<file path="config.mk">
export PLATFORM = sky130hd
export DESIGN_NAME = psc_back
export DESIGN_NICKNAME = d
export VERILOG_FILES = /design/src/sv/psc_pkg.sv /design/src/sv/psc_back.sv
export SDC_FILE = /design/constraint.sdc
export NUM_CORES = 2
export LEC_CHECK = 0
export BUFFER_PORTS_ARGS = -buffer_cell sky130_fd_sc_hd__buf_2
export CORE_ASPECT_RATIO = 0.5
export CORE_MARGIN = 2
export CORE_UTILIZATION = 45
export CTS_CLUSTER_SIZE = 28
export DETAILED_ROUTE_END_ITERATION = 12
export PLACE_DENSITY = 0.72
export SKIP_CTS_REPAIR_TIMING = 1
export SLEW_MARGIN = 25
export SYNTH_ARGS = -nofsm -noshare
export SYNTH_HDL_FRONTEND = slang
export SYNTH_SLANG_ARGS = --single-unit
</file>
<file path="constraint.sdc">
create_clock -name clk_i -period 27.1 [get_ports clk_i]
set_input_delay 5.42 -clock clk_i [delete_from_list [all_inputs] [get_ports clk_i]]
set_output_delay 5.42 -clock clk_i [all_outputs]
set_load 0.01 [all_outputs]
</file>
<file path="src/sv/psc_pkg.sv">
package psc_pkg;

  localparam int unsigned NumRegs = 7;
  localparam int unsigned AddrW   = 5;
  localparam int unsigned IdxW    = 3;

  // divider widths
  localparam int unsigned DmW = 51;
  localparam int unsigned RW  = 52;
  localparam int unsigned QW  = 31;
  localparam int unsigned NlW = 11;

  localparam logic [1:0] StatusOk    = 2'd0;
  localparam logic [1:0] StatusRange = 2'd1;
  localparam logic [1:0] StatusZero  = 2'd2;

  localparam logic signed [15:0] TempLo  = 16'sd0;
  localparam logic signed [15:0] TempHi  = 16'sd12800;
  localparam logic signed [23:0] PressLo = 24'sd45876;
  localparam logic signed [23:0] PressHi = 24'sd393216;

  // divide by three: offset keeps the operand positive, then reciprocal multiply
  localparam int unsigned TBias  = 2097152;
  localparam int unsigned TOff   = 3 * TBias;
  localparam int unsigned TRecip = 22369622;
  localparam int unsigned TShift = 26;

  typedef struct packed {
    logic signed [13:0] c0;
    logic signed [13:0] c1;
    logic signed [9:0]  c2;
    logic signed [9:0]  c3;
    logic signed [9:0]  c4;
    logic signed [9:0]  c5;
    logic signed [9:0]  c6;
    logic signed [9:0]  a0;
    logic signed [9:0]  a1;
    logic signed [9:0]  a2;
  } psc_coef_t;

  typedef struct packed {
    logic [RW-1:0]      r;
    logic [DmW-1:0]     dm;
    logic [NlW-1:0]     nlow;
    logic [QW-1:0]      q;
    logic               neg;
    logic               ovf;
    logic               zero;
    logic signed [15:0] t;
  } psc_div_t;

endpackage

</file>
<file path="src/sv/psc_back.sv">
module psc_back (
  input  logic               clk_i,
  input  logic               rst_ni,
  input  logic               en_i,
  input  logic               valid_i,
  input  psc_pkg::psc_div_t  div_i,
  input  psc_pkg::psc_coef_t coef_i,
  output logic               valid_o,
  output logic signed [15:0] temp_o,
  output logic signed [23:0] press_o,
  output logic [1:0]         status_o
);

  logic [4:0] v_q;
  logic       vout_q;

  logic [31:0] qm_d, qm_q;
  logic signed [32:0] y_d, y1_q, y2_q, y3_q, y4_q;
  logic [1:0] zero_q;
  logic [1:0] zpipe_q;
  logic signed [15:0] t1_q, t2_q, t3_q, t4_q, t5_q;
  logic [63:0] qsq_q;
  logic signed [44:0] diff_d, diff_q;
  logic signed [54:0] cp_d, cp_q;
  logic signed [40:0] pq_d, pq_q;
  logic z1_q, z5_q;
  logic signed [45:0] pm, ps, pr;
  logic signed [23:0] psat;
  logic signed [15:0] temp_q;
  logic signed [23:0] press_q;
  logic [1:0] status_q, status_d;

  always_comb begin
    qm_d = div_i.ovf ? 32'h8000_0000 : {1'b0, div_i.q};
    y_d  = div_i.neg ? -$signed({1'b0, qm_d}) : $signed({1'b0, qm_d});
    diff_d = $signed({1'b0, qsq_q[63:20]}) - 45'(y2_q);
    cp_d   = coef_i.c2 * diff_q;
    pq_d   = 41'(y4_q) + 41'(cp_q >>> 15);

    // scale to 1/65536 bar: 15/32 of pq, offset by 0.1 full scale
    pm = (46'(pq_q) <<< 4) - 46'(pq_q) + 46'sd16;
    ps = pm >>> 5;
    pr = ps - 46'sd49152;
    if (pr > 46'sd8388607)       psat = 24'sh7fffff;
    else if (pr < -46'sd8388608) psat = 24'sh800000;
    else                         psat = pr[23:0];

    if (z5_q) begin
      status_d = psc_pkg::StatusZero;
    end else if (t5_q < psc_pkg::TempLo || t5_q > psc_pkg::TempHi ||
                 psat < psc_pkg::PressLo || psat > psc_pkg::PressHi) begin
      status_d = psc_pkg::StatusRange;
    end else begin
      status_d = psc_pkg::StatusOk;
    end
  end

  always_ff @(posedge clk_i or negedge rst_ni) begin
    if (!rst_ni) begin
      v_q    <= '0;
      vout_q <= 1'b0;
    end else if (en_i) begin
      v_q    <= {v_q[3:0], valid_i};
      vout_q <= v_q[4];
    end
  end

  always_ff @(posedge clk_i) begin
    if (en_i) begin
      qm_q  <= qm_d;
      y1_q  <= y_d;
      z1_q  <= div_i.zero;
      t1_q  <= div_i.t;
      qsq_q <= qm_q * qm_q;
      y2_q  <= y1_q;
      t2_q  <= t1_q;
      diff_q <= diff_d;
      y3_q  <= y2_q;
      t3_q  <= t2_q;
      cp_q  <= cp_d;
      y4_q  <= y3_q;
      t4_q  <= t3_q;
      pq_q  <= pq_d;
      t5_q  <= t4_q;
      zero_q  <= {zero_q[0], z1_q};
      zpipe_q <= {zpipe_q[0], zero_q[1]};
      temp_q   <= t5_q;
      press_q  <= z5_q ? 24'sd0 : psat;
      status_q <= status_d;
    end
  end

  // zero flag rides alongside the product stages
  assign z5_q = zpipe_q[1];

  assign valid_o  = vout_q;
  assign temp_o   = temp_q;
  assign press_o  = press_q;
  assign status_o = status_q;

endmodule

</file>
==> results.toml <==
[sta]
finalSetupViolCount = 0
hold_viol = 0
fmax_mhz = 76.50
clock-skew-final_ns = 0.03980
slew_headroom_pct = 23.85
drv_slew = 0
period_needed_ns = 13.07
rsz0062_at_grt = "false"
setup_tns_ns = 0
worst_pin_slew_ns = 1.142
fin_crit_sh_pct = 48.24

[floorplan]
fp.dieH_um = 271.4
die_w_um = 538.8
io-pin-count = 319
rows = 98
dieArea_sq_um = 146200
initial_core_util_pct = 45.20
fp.coreArea_sq_um = 142400

[setup_path]
cp.arrival_ns = 13.40
worst_setup_path_start_kind = "primary input"
cp.required_ns = 27.43
endpoint_kind = "flip-flop"
worst-path-max-fanout = 45
crit_type = "in2reg"

[job]
max_cap_viol_count = 0

[placed_design]
gp_congestion = 0.9202
io_buffers = 106
hpwl_um = 111200

[cells_and_area]
drive_gt1_share_pct = 4.411
antennaDiodeCount = 0
n_fill_cell = 12758
area_delta_synth_final_pct = 6.556
nets = 8200

[yosys]
ys_ff_latch = 466
syn_avg_cell_area_sq_um = 10.36
syn_inst = 6211
ys_types = 83
synth_top_area_share_pct = 36.68
yosysWarnings = 0
synth_fp_nets = 8218
synth.largest_area_cell = "fa_1"
synthArstFlopShare_pct = 1.288
synth_area_sq_um = 64350
synth_edf_count = 460
ys.flop_type = "edfxtp_1"
synth_area_leaders = "fa_1 (37%), edfxtp_1 (21%), ha_1 (11%), inv_1 (7.9%), and2_1 (3.9%)"
ys_seq_area_share_pct = 21.70

[detailed_routing]
vias_per_cell = 5.129
dr.pass1.iters = 5
drtIter0Drc = 2780
vias = 41719
finalWirelength_um = 142800
drc = 0
ant_nets = 0
wl_per_cell_um = 17.56

[clock_tree]
cts.clk_slew.worst_paths_ns = 0.06
insertion_delay_ns = 0.59
cts_tree = "yes"
cts_sinks = 466
cts_root_buf = "clkbuf_16"
cts-htree-levels = 2
cts_buffers = 49
max-clock-path-buffers = 3

[min_path]
min_path_type = "reg2reg"

[global_routing]
grt_pass1_vias = 44435
grt_start_max_net_pins = 187
grt_use_total_pct = 19.95
grt_pass1_wl_um = 232300
overflow = 0
antenna_found_initial = 1

[outcome]
run_status = "finished clean"
==> worst max-delay path: stages <==
cell and delay, ns:
buf_2 0.82, nand2_1 0.20, fa_1 0.58, inv_1 0.05, fa_1 0.49, inv_1 0.05, fa_1 0.47, inv_1 0.05
fa_1 0.51, fa_1 0.50, ha_1 0.37, nor2b_1 0.15, a41oi_1 0.10, a311oi_1 0.70, and3b_1 0.31, nor4_1 0.07
o31ai_1 0.58, a31oi_1 0.27, o21ai_0 0.51, o21ai_0 0.29, o31ai_1 0.45, a21o_1 0.21, a21oi_1 0.09, xnor2_1 0.14
==> stage by stage <==
step	cell area [sq um]	hold slack (ns)	utilization, %	worst slack, ns	instances
finish	68570	0.4005	48.17	14.03	8134
global route	68570	0.4127	48.17	13.45	8134
CTS	68560	0.4089	48.16	14.02	8134
detailed placement	66760	0.4045	46.89	13.37	8042
global placement	66760	0.4004	46.89	13.49	8042
floorplan	64350	0.4003	-	15.02	6211
==> cells in the mapped netlist, types with 21 or more instances <==
cell type and n:
or3_1 23, nand2b_1 74, xnor2_1 158, and3_1 21, o21ai_0 104, ha_1 552
a211oi_1 22, nor3_1 66, nand2_1 599, clkbuf_1 176, nand4_1 25, inv_1 1362
nor2b_1 67, and2_1 403, buf_1 30, nand3_1 36, a21o_1 74, edfxtp_1 460
xor2_1 64, fa_1 1179, o21a_1 48, nor2_1 231, a21oi_1 166
==> layout by cell type, fill, tap and decap left out, types with 8 or more instances in the layout <==
cell type / count
inv_1: 1362
fa_1: 1179
nand2_1: 599
ha_1: 552
edfxtp_1: 460
and2_1: 403
nor2_1: 231
a21oi_1: 166
xnor2_1: 158
o21ai_0: 104
buf_2: 103
nand2b_1: 74
a21o_1: 74
nor2b_1: 67
nor3_1: 66
xor2_1: 64
clkbuf_16: 50
o21a_1: 48
buf_4: 38
nand3_1: 36
nand4_1: 25
or3_1: 23
a211oi_1: 22
and3_1: 21
or2_2: 19
o21bai_1: 16
a31oi_1: 16
o211ai_1: 15
a21boi_0: 14
o31ai_1: 14
nor4_1: 13
bufinv_16: 11
clkinv_1: 10
mux2_2: 10
and4_1: 9
or4_1: 9
clkinv_2: 8
==> state kept, by name, summed over array words and instances, names as in the netlist, 5 cells and up <==
name and count:
diff_q 45, y4_q 33, y1_q 32, y2_q 33, cp_q 40, press_o 24
v_q 5, pq_q 41, qm_q 32, t1_q 16, t3_q 16, y3_q 33
qsq_q 44, t2_q 16, t5_q 16, t4_q 16, temp_o 16
==> path summary, 6_finish.rpt <==
check | start | to | slack, ns | cells after the start
worst max-delay path | coef_i[73] | cp_q[54] | 14.03 | 24
worst min-delay path | t1_q[8] | t2_q[8] | 0.40 | 0
worst max register to register | qm_q[7] | qsq_q[62] | 15.87 | 29
worst min register to register | t1_q[8] | t2_q[8] | 0.40 | 0
max in group asynchronous | rst_ni | v_q[3] | 22.31 | 1
min in group asynchronous | rst_ni | valid_o | 4.65 | 1
==> metal layers <==
metal | GRT usage (%) | share of wire [%] | vias to the layer above
li1 | - | - | 19305
met1 | 26.24 | 42 | 20814
met2 | 33.49 | 47 | 1378
met3 | 4.591 | 8.7 | 220
met4 | 4.828 | 2.3 | 2
met5 | 0 | 0.013 | -
==> area by class of cell <==
cell class	count	area, sq um	share of cell area (%)
multi-input combinational	4165	44450	64.82
clock buffer	50	1251	1.825
sequential	466	13960	20.36
clock inverter	42	554.3	0.8084
timing repair buffer	144	847.1	1.235
tap	1900	2377	3.467
inverter	1367	5131	7.483
==> kinds of logic (layout without fill, tap and decap cells) <==
family	Yosys count	in the layout	synth area share [%]
buffers and inverters	1580	1603	9.234
AO/OA/AOI/OAI	577	577	5.864
multiplexers	16	16	0.2683
AND/OR/NAND/NOR	1619	1619	12.50
adder cells (fa/ha/maj)	1731	1731	47.41
flip-flops	466	466	21.70
XOR/XNOR	222	222	3.022
Power is left out: the tool's default activity adds up to more than one toggle a clock period on the data nets, which glitch-free logic cannot reach.
