### src/sv/psc_pkg.sv
package psc_pkg;

  localparam int unsigned NumRegs = 7;
  localparam int unsigned AddrW   = 5;
  localparam int unsigned IdxW    = 3;

  // divider widths
  localparam int unsigned DmW = 51;
  localparam int unsigned RW  = 52;
  localparam int unsigned QW  = 31;
  localparam int unsigned NlW = 11;

  localparam logic [1:0] StatusOk    = 2'd0;
  localparam logic [1:0] StatusRange = 2'd1;
  localparam logic [1:0] StatusZero  = 2'd2;

  localparam logic signed [15:0] TempLo  = 16'sd0;
  localparam logic signed [15:0] TempHi  = 16'sd12800;
  localparam logic signed [23:0] PressLo = 24'sd45876;
  localparam logic signed [23:0] PressHi = 24'sd393216;

  // divide by three: offset keeps the operand positive, then reciprocal multiply
  localparam int unsigned TBias  = 2097152;
  localparam int unsigned TOff   = 3 * TBias;
  localparam int unsigned TRecip = 22369622;
  localparam int unsigned TShift = 26;

  typedef struct packed {
    logic signed [13:0] c0;
    logic signed [13:0] c1;
    logic signed [9:0]  c2;
    logic signed [9:0]  c3;
    logic signed [9:0]  c4;
    logic signed [9:0]  c5;
    logic signed [9:0]  c6;
    logic signed [9:0]  a0;
    logic signed [9:0]  a1;
    logic signed [9:0]  a2;
  } psc_coef_t;

  typedef struct packed {
    logic [RW-1:0]      r;
    logic [DmW-1:0]     dm;
    logic [NlW-1:0]     nlow;
    logic [QW-1:0]      q;
    logic               neg;
    logic               ovf;
    logic               zero;
    logic signed [15:0] t;
  } psc_div_t;

endpackage

### src/sv/psc_cfg.sv
module psc_cfg (
  input  logic                       clk_i,
  input  logic                       rst_ni,
  input  logic                       psel,
  input  logic                       penable,
  input  logic                       pwrite,
  input  logic [psc_pkg::AddrW-1:0]  paddr,
  input  logic [31:0]                pwdata,
  output logic [31:0]                prdata,
  output logic                       pready,
  output psc_pkg::psc_coef_t         coef_o
);

  logic [15:0] word_q [psc_pkg::NumRegs];
  logic [psc_pkg::IdxW-1:0] idx;
  logic wr;

  assign idx    = paddr[psc_pkg::AddrW-1:2];
  assign pready = 1'b1;
  assign wr     = psel && penable && pwrite && pready;

  always_ff @(posedge clk_i or negedge rst_ni) begin
    if (!rst_ni) begin
      for (int i = 0; i < psc_pkg::NumRegs; i++) word_q[i] <= '0;
    end else if (wr && (idx < psc_pkg::IdxW'(psc_pkg::NumRegs))) begin
      word_q[idx] <= pwdata[15:0];
    end
  end

  always_comb begin
    prdata = '0;
    if (idx < psc_pkg::IdxW'(psc_pkg::NumRegs)) prdata = {16'b0, word_q[idx]};
  end

  // coefficient fields straddle word boundaries
  always_comb begin
    coef_o.c0 = word_q[0][15:2];
    coef_o.c1 = {word_q[0][1:0], word_q[1][15:4]};
    coef_o.c2 = {word_q[1][3:0], word_q[2][15:10]};
    coef_o.c3 = word_q[2][9:0];
    coef_o.c4 = word_q[3][15:6];
    coef_o.c5 = {word_q[3][5:0], word_q[4][15:12]};
    coef_o.c6 = word_q[4][11:2];
    coef_o.a0 = {word_q[4][1:0], word_q[5][15:8]};
    coef_o.a1 = {word_q[5][7:0], word_q[6][15:14]};
    coef_o.a2 = word_q[6][13:4];
  end

endmodule

### config.mk
export PLATFORM = sky130hd
export DESIGN_NAME = psc_cfg
export DESIGN_NICKNAME = d
export VERILOG_FILES = /design/src/sv/psc_pkg.sv /design/src/sv/psc_cfg.sv
export SDC_FILE = /design/constraint.sdc
export NUM_CORES = 1
export LEC_CHECK = 0
export BUFFER_PORTS_ARGS = -buffer_cell sky130_fd_sc_hd__buf_2
export CORE_MARGIN = 10
export CORE_UTILIZATION = 35
export DETAILED_ROUTE_END_ITERATION = 10
export MAX_ROUTING_LAYER = met4
export PLACE_DENSITY = 0.67
export SETUP_SLACK_MARGIN = 0.4
export SKIP_CTS_REPAIR_TIMING = 1
export SYNTH_ARGS = -nofsm -noshare
export SYNTH_HDL_FRONTEND = slang
export SYNTH_SLANG_ARGS = --single-unit
### constraint.sdc
create_clock -name clk_i -period 2 [get_ports clk_i]
set_input_delay 0.3 -clock clk_i [delete_from_list [all_inputs] [get_ports clk_i]]
set_output_delay 0.3 -clock clk_i [all_outputs]
set_load 0.1 [all_outputs]
==> results.yml, run 1 <==
worst_setup_path:
  arrival_ns: 1.60
  cp_max_fo: 3
  r2r-start: "coef_o[1]"
  rrSetupSlack_ns: 1.09
  crit_start: "coef_o[42]"
  critical_path.endpoint: "prdata[14]"
  required_ns: 1.70
  rr_worst_depth: 2
  r2r_end: "coef_o[1]"
  cp-end-kind: "output port"
  cp-start-kind: "flip-flop"
  path_class: "flip-flop to output port"
detailed_routing:
  drtIter0Drc: 190
  drc_errors: 0
  via_per_inst: 4.95
  antenna_left: 0
  wl_microns: 18000
  first_pass_iters: 4
  wl_per_cell_microns: 21.8
  via_count: 4075
logic_synthesis:
  syn_inst: 492
  synth_top_family_by_area: "multiplexers"
  avgSynthCellArea_sq_um: 12.5
  yosysMostFrequentCell: "buf_4"
  yosysTopAreaCell: "dfrtp_1"
  yosysTopAreaCellShare_pct: 45.6
  syn_area_sq_um: 6150
  ys_ff_latch: 112
  yosysSeqAreaShare_pct: 45.6
  yosysUniqueCellTypes: 33
  synth_compound_area_share_pct: 7.32
  async_reset_ff_share_pct: 100
  yosys-top-cells-area: "dfrtp_1 46%, mux2_2 22%, buf_4 16%"
  synthMuxAreaShare_pct: 25.5
  synth_common_cells: "131 x buf_4, 120 x mux2_2, 112 x dfrtp_1"
  ys.warnings.count: 0
  synth-simple-area-share_pct: 3.56
  yosys.area_share.xor_xnor_pct: 0
  synthAdderAreaFrac_pct: 0
  synth_edf_count: 0
  synth_ff_type: "dfrtp_1"
clocking:
  clk_latency_ns: 0.35
  path_clk_slew_ns: 0.07
  cts_root_buf: "clkbuf_16"
  tritoncts: "done"
  ctsHtreeMaxLevel: 3
  cts_buffer_depth: 2
  clkSinkCount: 112
  numCtsBuffers: 9
pwr:
  p_leak_uw: 0.00380
  irDropWorstVdd_mv: 0.681
  power.switching_uw: 5700
  clockPowerShare_pct: 17.2
  cell_internal_pwr_uw: 5010
  comb_power_share_pct: 54.3
  power-per-cell-area_nw_per_um2: 1360
  swShare_pct: 53.2
  p_seq_share_pct: 28.5
grt:
  grt.overflow.total: 0
  grt_pass1_vias: 4259
  grt_pass1_wl_microns: 26500
  globalRouteMet2Util_pct: 24.0
  grt_max_degree: 41
  antenna_found_initial: 0
  grtUsageTotal_pct: 14.9
  busiest_layer: "met2"
  grt_util_met3_pct: 4.37
  met1_usage_pct: 18.1
run:
  cap_violations: 0
die:
  core.rowCount: 48
  core-area_sq_um: 17200
  io_pins: 183
  die_y_microns: 153
  initial_core_util_pct: 35.7
  die_w_microns: 153
  dieArea_sq_um: 23300
sta:
  finalWorstSetupSlack_ns: 0.0993
  setup_viol_count_final: 0
  hold_violations: 0
  slew_headroom_pct: 61.8
  rsz0062_at_grt: "true"
  period_minus_slack_ns: 1.90
  period_share_pct: 95.0
  skew_ns: 0
  slew_violations: 0
  timing.fmax_mhz: 526
  worst_pin_slew_ns: 0.573
  fin_hold_ws_ns: 0.267
  fin_setup_tns_ns: 0
placed_design:
  dp_hpwl_microns: 12900
  port_buffers: 147
  gp_congestion: 0.787
  dpl_worst_slack_ns: -0.111
finish:
  diodes: 0
  layout-drive-gt1-share_pct: 67.1
  areaGrowthSynthToFinish_pct: 27.9
  nets: 637
  final_util_pct: 45.6
outcome:
  status: "completed"
min_path:
  min_path_type: "input pin to flip-flop"
-- state kept, by name, summed over array words and instances (netlist names) --
name and flops:
coef_o 108, word_q 4
-- logic make-up (layout without fill, tap and decap cells) --
family                 after synthesis  in the layout
DFF                                112            112
other                                2             17
and+or+nand+nor                     24             24
muxes                              142            142
buffers and inverters              152            244
AOI/OAI and AO/OA                   60             60
-- area by class of cell --
class | count | area [sq um]
well taps | 225 | 282
inverters | 3 | 11.3
fillers | 1529 | 9370
flip-flops and latches | 112 | 2800
repair buffers | 226 | 1860
clock buffers | 13 | 260
clock inverters | 2 | 38.8
multi-input cells | 243 | 2620
-- worst min path at each step --
stage                     startpoint         end  slack (ns)  depth (start not counted)
after floorplan               rst_ni   coef_o[0]       0.004                          0
after global placement        rst_ni  coef_o[16]        0.33                          1
after detailed placement      rst_ni  coef_o[16]        0.33                          1
after CTS                     rst_ni  coef_o[43]       -0.05                          1
after global routing       pwdata[0]  coef_o[92]        0.26                          2
final                      pwdata[9]  coef_o[37]        0.27                          2
-- power by group through the flow --
stage	clock network, uW	logic [uW]	registers [uW]
after floorplan	0	5220	2980
after global placement	0	5500	3050
after detailed placement	0	5550	3090
after CTS	1900	5560	3040
after global routing	1980	5980	3110
final	1840	5810	3050
-- metal layers --
layer,vias to the layer above,routed length [microns]
met5,-,0
met4,0,251
met3,17,1050
met2,125,8780
met1,2103,7920
li1,1830,-
-- through the flow --
step	total power (uW)	area (sq um)	cells
after floorplan	8210	6390	507
after global placement	8550	6860	766
after detailed placement	8640	6860	766
after CTS	10500	7160	781
after global routing	11100	7870	824
final	10700	7870	824
-- critical path, cell delays in order (launching register included) --
cell,delay [ns]
dfrtp_1,0.40
mux2_4,0.29
a221oi_4,0.30
a221oi_4,0.07
buf_12,0.19
-- cells in the final DEF (no fill, tap or decap), types with 2 or more instances in the layout --
cell type and instances:
a211o_1 9, a21oi_1 6, a21oi_2 4, a21oi_4 4, a221oi_4 2, a22oi_2 3, a32oi_1 8, a32oi_2 6
buf_12 22, buf_2 127, buf_4 55, buf_6 9, clkbuf_1 2, clkbuf_16 18, clkbuf_4 2, clkbuf_8 2
conb_1 17, dfrtp_1 112, inv_1 3, mux2_2 117, mux2_4 3, mux2i_1 22, nor2_1 2, nor2_2 3
nor2b_4 2, nor3_4 4, nor3b_2 5, o211ai_1 9, o221ai_4 4
Power figures use the tool's default switching activity.
==> inputs of run 2 (changes only) <==
--- a/config.mk
+++ b/config.mk
@@ -12,3 +12,2 @@
 export MAX_ROUTING_LAYER = met4
-export PLACE_DENSITY = 0.67
 export SETUP_SLACK_MARGIN = 0.4
==> constraint.sdc (replaced) <==
create_clock -name clk_i -period 2 [get_ports clk_i]
set_input_delay 0.4 -clock clk_i [delete_from_list [all_inputs] [get_ports clk_i]]
set_output_delay 0.4 -clock clk_i [all_outputs]
set_load 0.1 [all_outputs]
==> results.yml, run 2 (synthesis results as in run 1) <==
pwr:
  irDropWorstVdd_mv: 0.751
  p_leak_uw: 0.00400
  total_power_uw: 11400
  power-per-cell-area_nw_per_um2: 1340
grt:
  antenna_found_initial: 0
  grt_max_degree: 43
  grt_pass1_wl_microns: 26300
  grtUsageTotal_pct: 14.9
  grt_pass1_vias: 4202
  grt.overflow.total: 0
sta:
  slew_violations: 0
  skew_ns: 0
  finalWorstSetupSlack_ns: -0.0504
  timing.fmax_mhz: 488
  period_minus_slack_ns: 2.05
  hold_violations: 0
  setup_viol_count_final: 12
  slew_headroom_pct: 65.4
  rsz0062_at_grt: "true"
  period_share_pct: 103
  worst_pin_slew_ns: 0.518
clocking:
  tritoncts: "done"
  clkSinkCount: 112
  numCtsBuffers: 9
  cts_root_buf: "clkbuf_16"
  ctsHtreeMaxLevel: 3
  clk_latency_ns: 0.35
  cts_buffer_depth: 2
  path_clk_slew_ns: 0.07
die:
  die_y_microns: 153
  initial_core_util_pct: 35.7
  dieArea_sq_um: 23300
  die_w_microns: 153
  core.rowCount: 48
  core-area_sq_um: 17200
  io_pins: 183
detailed_routing:
  wl_per_cell_microns: 23.4
  via_count: 4087
  drtIter0Drc: 129
  first_pass_iters: 4
  antenna_left: 0
  drc_errors: 0
  via_per_inst: 4.99
  wl_microns: 19100
worst_setup_path:
  arrival_ns: 1.65
  cp_max_fo: 3
  path_class: "flip-flop to output port"
  required_ns: 1.60
  cp-end-kind: "output port"
  cp-start-kind: "flip-flop"
placed_design:
  dp.cells: 783
  gp_congestion: 0.773
  port_buffers: 147
  dp_hpwl_microns: 13000
  dpl_worst_slack_ns: -0.122
finish:
  diodes: 0
  multiInputGateArea_sq_um: 2870
  areaGrowthSynthToFinish_pct: 38.2
  seq_area_sq_um: 2800
  finalNonFillerCells: 819
  layout-drive-gt1-share_pct: 66.8
  nets: 631
  layout_commonest_cell: "dfrtp_1"
  mostFrequentLayoutCells: "112 x dfrtp_1, 81 x clkbuf_4, 66 x mux2_4, 54 x mux2_2, 45 x buf_2"
  num-fill-cells: 1504
  largest_reg_flops: 108
outcome:
  violations: "negative setup slack"
  status: "finished with violations"
min_path:
  min_path_type: "input pin to asynchronous set/reset pin"
run:
  cap_violations: 0
## run 2: worst paths after layout
| check | start | endpoint | slack (ns) | cells after the start |
|---|---|---|---|---|
| hold / removal | rst_ni | coef_o[70] | 0.02 | 1 |
| max in group asynchronous | rst_ni | coef_o[76] | 1.37 | 2 |
| hold reg to reg | word_q[3] | word_q[3] | 0.52 | 1 |
| min in group clk_i | pwdata[0] | word_q[0] | 0.37 | 2 |
| setup / recovery | coef_o[42] | prdata[14] | -0.05 | 5 |
| setup reg to reg | coef_o[2] | coef_o[2] | 1.08 | 2 |
## run 2: layout make-up
type                    instances  share of cell area [%]
clock buffers                  10                    2.81
clock inverters                 6                    1.62
repair buffers                219                    25.4
inverters                       3                   0.132
well taps                     225                    3.31
flip-flops and latches        112                    33.0
multi-input cells             244                    33.7
## run 2: report_power, final
group,internal (uW),switching (uW),leakage [uW],total [uW]
Sequential,2710,382,0.00143,3090
Clock,1390,857,0.000183,2250
Combinational,1480,4540,0.00238,6020
Total,5580,5780,0.00400,11400
## run 2: per-stage QoR
step / hold slack, ns / instance area (sq um) / setup TNS, ns / util (%)
floorplan: 0.104 / 6470 / -7.78 / -
global placement: 0.400 / 7180 / -1.98 / 41.7
detailed placement: 0.414 / 7180 / -2.11 / 41.7
CTS: 0.0249 / 7560 / -1.16 / 43.8
global route: 0.0482 / 8500 / -0.785 / 49.3
finish: 0.0171 / 8500 / -0.232 / 49.3
## run 2: routing by layer
metal	GRT usage, %	part of all wire, %
met3	3.61	4.6
met2	23.4	49
met1	18.7	45
met4	4.22	1.2
met5	-	0
## run 2: worst max-delay path, cell delays in order (launching register included)
cell and delay [ns]:
dfrtp_1 0.40, mux2_4 0.28, a221oi_2 0.24, buf_4 0.15
a221oi_4 0.04, buf_12 0.18
==> inputs of run 3 (changes only) <==
Settings changed: GPL_ROUTABILITY_DRIVEN set to 0.
Clock period 2 ns to 2.4 ns, I/O delays scaled along.
==> results.yml, run 3 (synthesis results as in run 1) <==
clocking:
  clk_latency_ns: 0.36
  clkSinkCount: 112
  numCtsBuffers: 9
  path_clk_slew_ns: 0.07
  cts_root_buf: "clkbuf_16"
  tritoncts: "done"
  cts_buffer_depth: 2
  ctsHtreeMaxLevel: 3
detailed_routing:
  via_count: 4090
  via_per_inst: 5.02
  drtIter0Drc: 103
  antenna_left: 0
  first_pass_iters: 5
  wl_per_cell_microns: 23.0
  wl_microns: 18700
  drc_errors: 0
worst_setup_path:
  slowest_delay_ns: 0.30
  cp-end-kind: "output port"
  required_ns: 1.92
  crit_chain: "buf_12 > buf_12 > buf_4 > buf_4 > buf_4 > mux2i_1 > o211ai_1 > buf_12"
  cp_max_fo: 8
  path_class: "input pin to output port"
  path_buf_inv: 6
  arrival_ns: 1.75
  cp-start-kind: "input pin"
  cpMaxStageDelayCell: "o211ai_1"
  cp_top_family: "buffers and inverters"
sta:
  fin_hold_ws_ns: 0.121
  period_share_pct: 92.9
  worst_pin_slew_ns: 0.612
  hold_violations: 0
  rsz0062_at_grt: "true"
  slew_violations: 0
  timing.fmax_mhz: 449
  period_minus_slack_ns: 2.23
  slew_headroom_pct: 59.2
  setup_viol_count_final: 0
  skew_ns: 0
pwr:
  irDropWorstVdd_mv: 0.654
  p_leak_uw: 0.00372
  power-per-cell-area_nw_per_um2: 1170
finish:
  layout_commonest_cell: "buf_2"
  mostFrequentLayoutCells: "127 x buf_2, 119 x mux2_2, 112 x dfrtp_1, 52 x buf_4"
  areaGrowthSynthToFinish_pct: 25.2
  nets: 625
  layout-drive-gt1-share_pct: 65.5
  largest_reg_flops: 108
  finalNonFillerCells: 814
die:
  initial_core_util_pct: 35.7
  die_y_microns: 153
  core-area_sq_um: 17200
  dieArea_sq_um: 23300
  die_w_microns: 153
  io_pins: 183
  core.rowCount: 48
min_path:
  min_path_type: "input pin to asynchronous set/reset pin"
grt:
  antenna_found_initial: 1
  grt_max_degree: 50
  grt_pass1_wl_microns: 26700
  grt.overflow.total: 0
  grtUsageTotal_pct: 15.4
  grt_pass1_vias: 4366
placed_design:
  port_buffers: 147
  dp_hpwl_microns: 13100
  dp.cells: 767
outcome:
  status: "completed"
run:
  cap_violations: 0
-- run 3: path summary, 6_finish.rpt --
path                                start         end  slack [ns]  depth (start not counted)
worst min register to register  word_q[3]   word_q[3]        0.52                          1
worst max-delay path             paddr[2]   prdata[0]        0.17                          8
worst min-delay path               rst_ni  coef_o[63]        0.12                          1
worst max register to register  coef_o[6]   coef_o[6]        1.59                          1
min in group clk_i              pwdata[0]   word_q[0]        0.43                          2
max in group asynchronous          rst_ni  coef_o[43]        1.55                          2
-- run 3: stage by stage --
step                      utilization (%)  total power (uW)  instance area, sq um  worst slack, ns  TNS [ns]
after global routing                 44.7              9340                  7700            0.110         0
after CTS                            41.9              9000                  7220          -0.0774    -0.105
after detailed placement             39.9              7220                  6870          -0.0740   -0.0962
after global placement               39.9              7160                  6870         -0.00892  -0.00892
after floorplan                         -              6840                  6390           -0.539     -4.97
final                                44.7              9030                  7700            0.171         0
-- run 3: power breakdown --
group	switching, uW	leakage [uW]	total [uW]	internal, uW
logic	3760	0.00212	4710	948
clock network	711	0.000165	1760	1050
registers	299	0.00143	2560	2260
-- run 3: per-layer routing --
layer | global-route usage (%) | part of all wire, % | wire, microns | up-vias
met4 | 5.50 | 1.9 | 349 | 0
met2 | 25.4 | 50 | 9410 | 138
met5 | - | 0 | 0 | -
li1 | - | - | - | 1817
met3 | 3.61 | 5.6 | 1050 | 19
met1 | 18.0 | 42 | 7930 | 2116
-- run 3: final cells by class --
type	instances	area (sq um)
well taps	225	282
flip-flops and latches	112	2800
inverters	3	11.3
repair buffers	213	1690
diodes	1	2.50
multi-input cells	244	2560
fillers	1602	9540
clock buffers	10	239
clock inverters	6	114
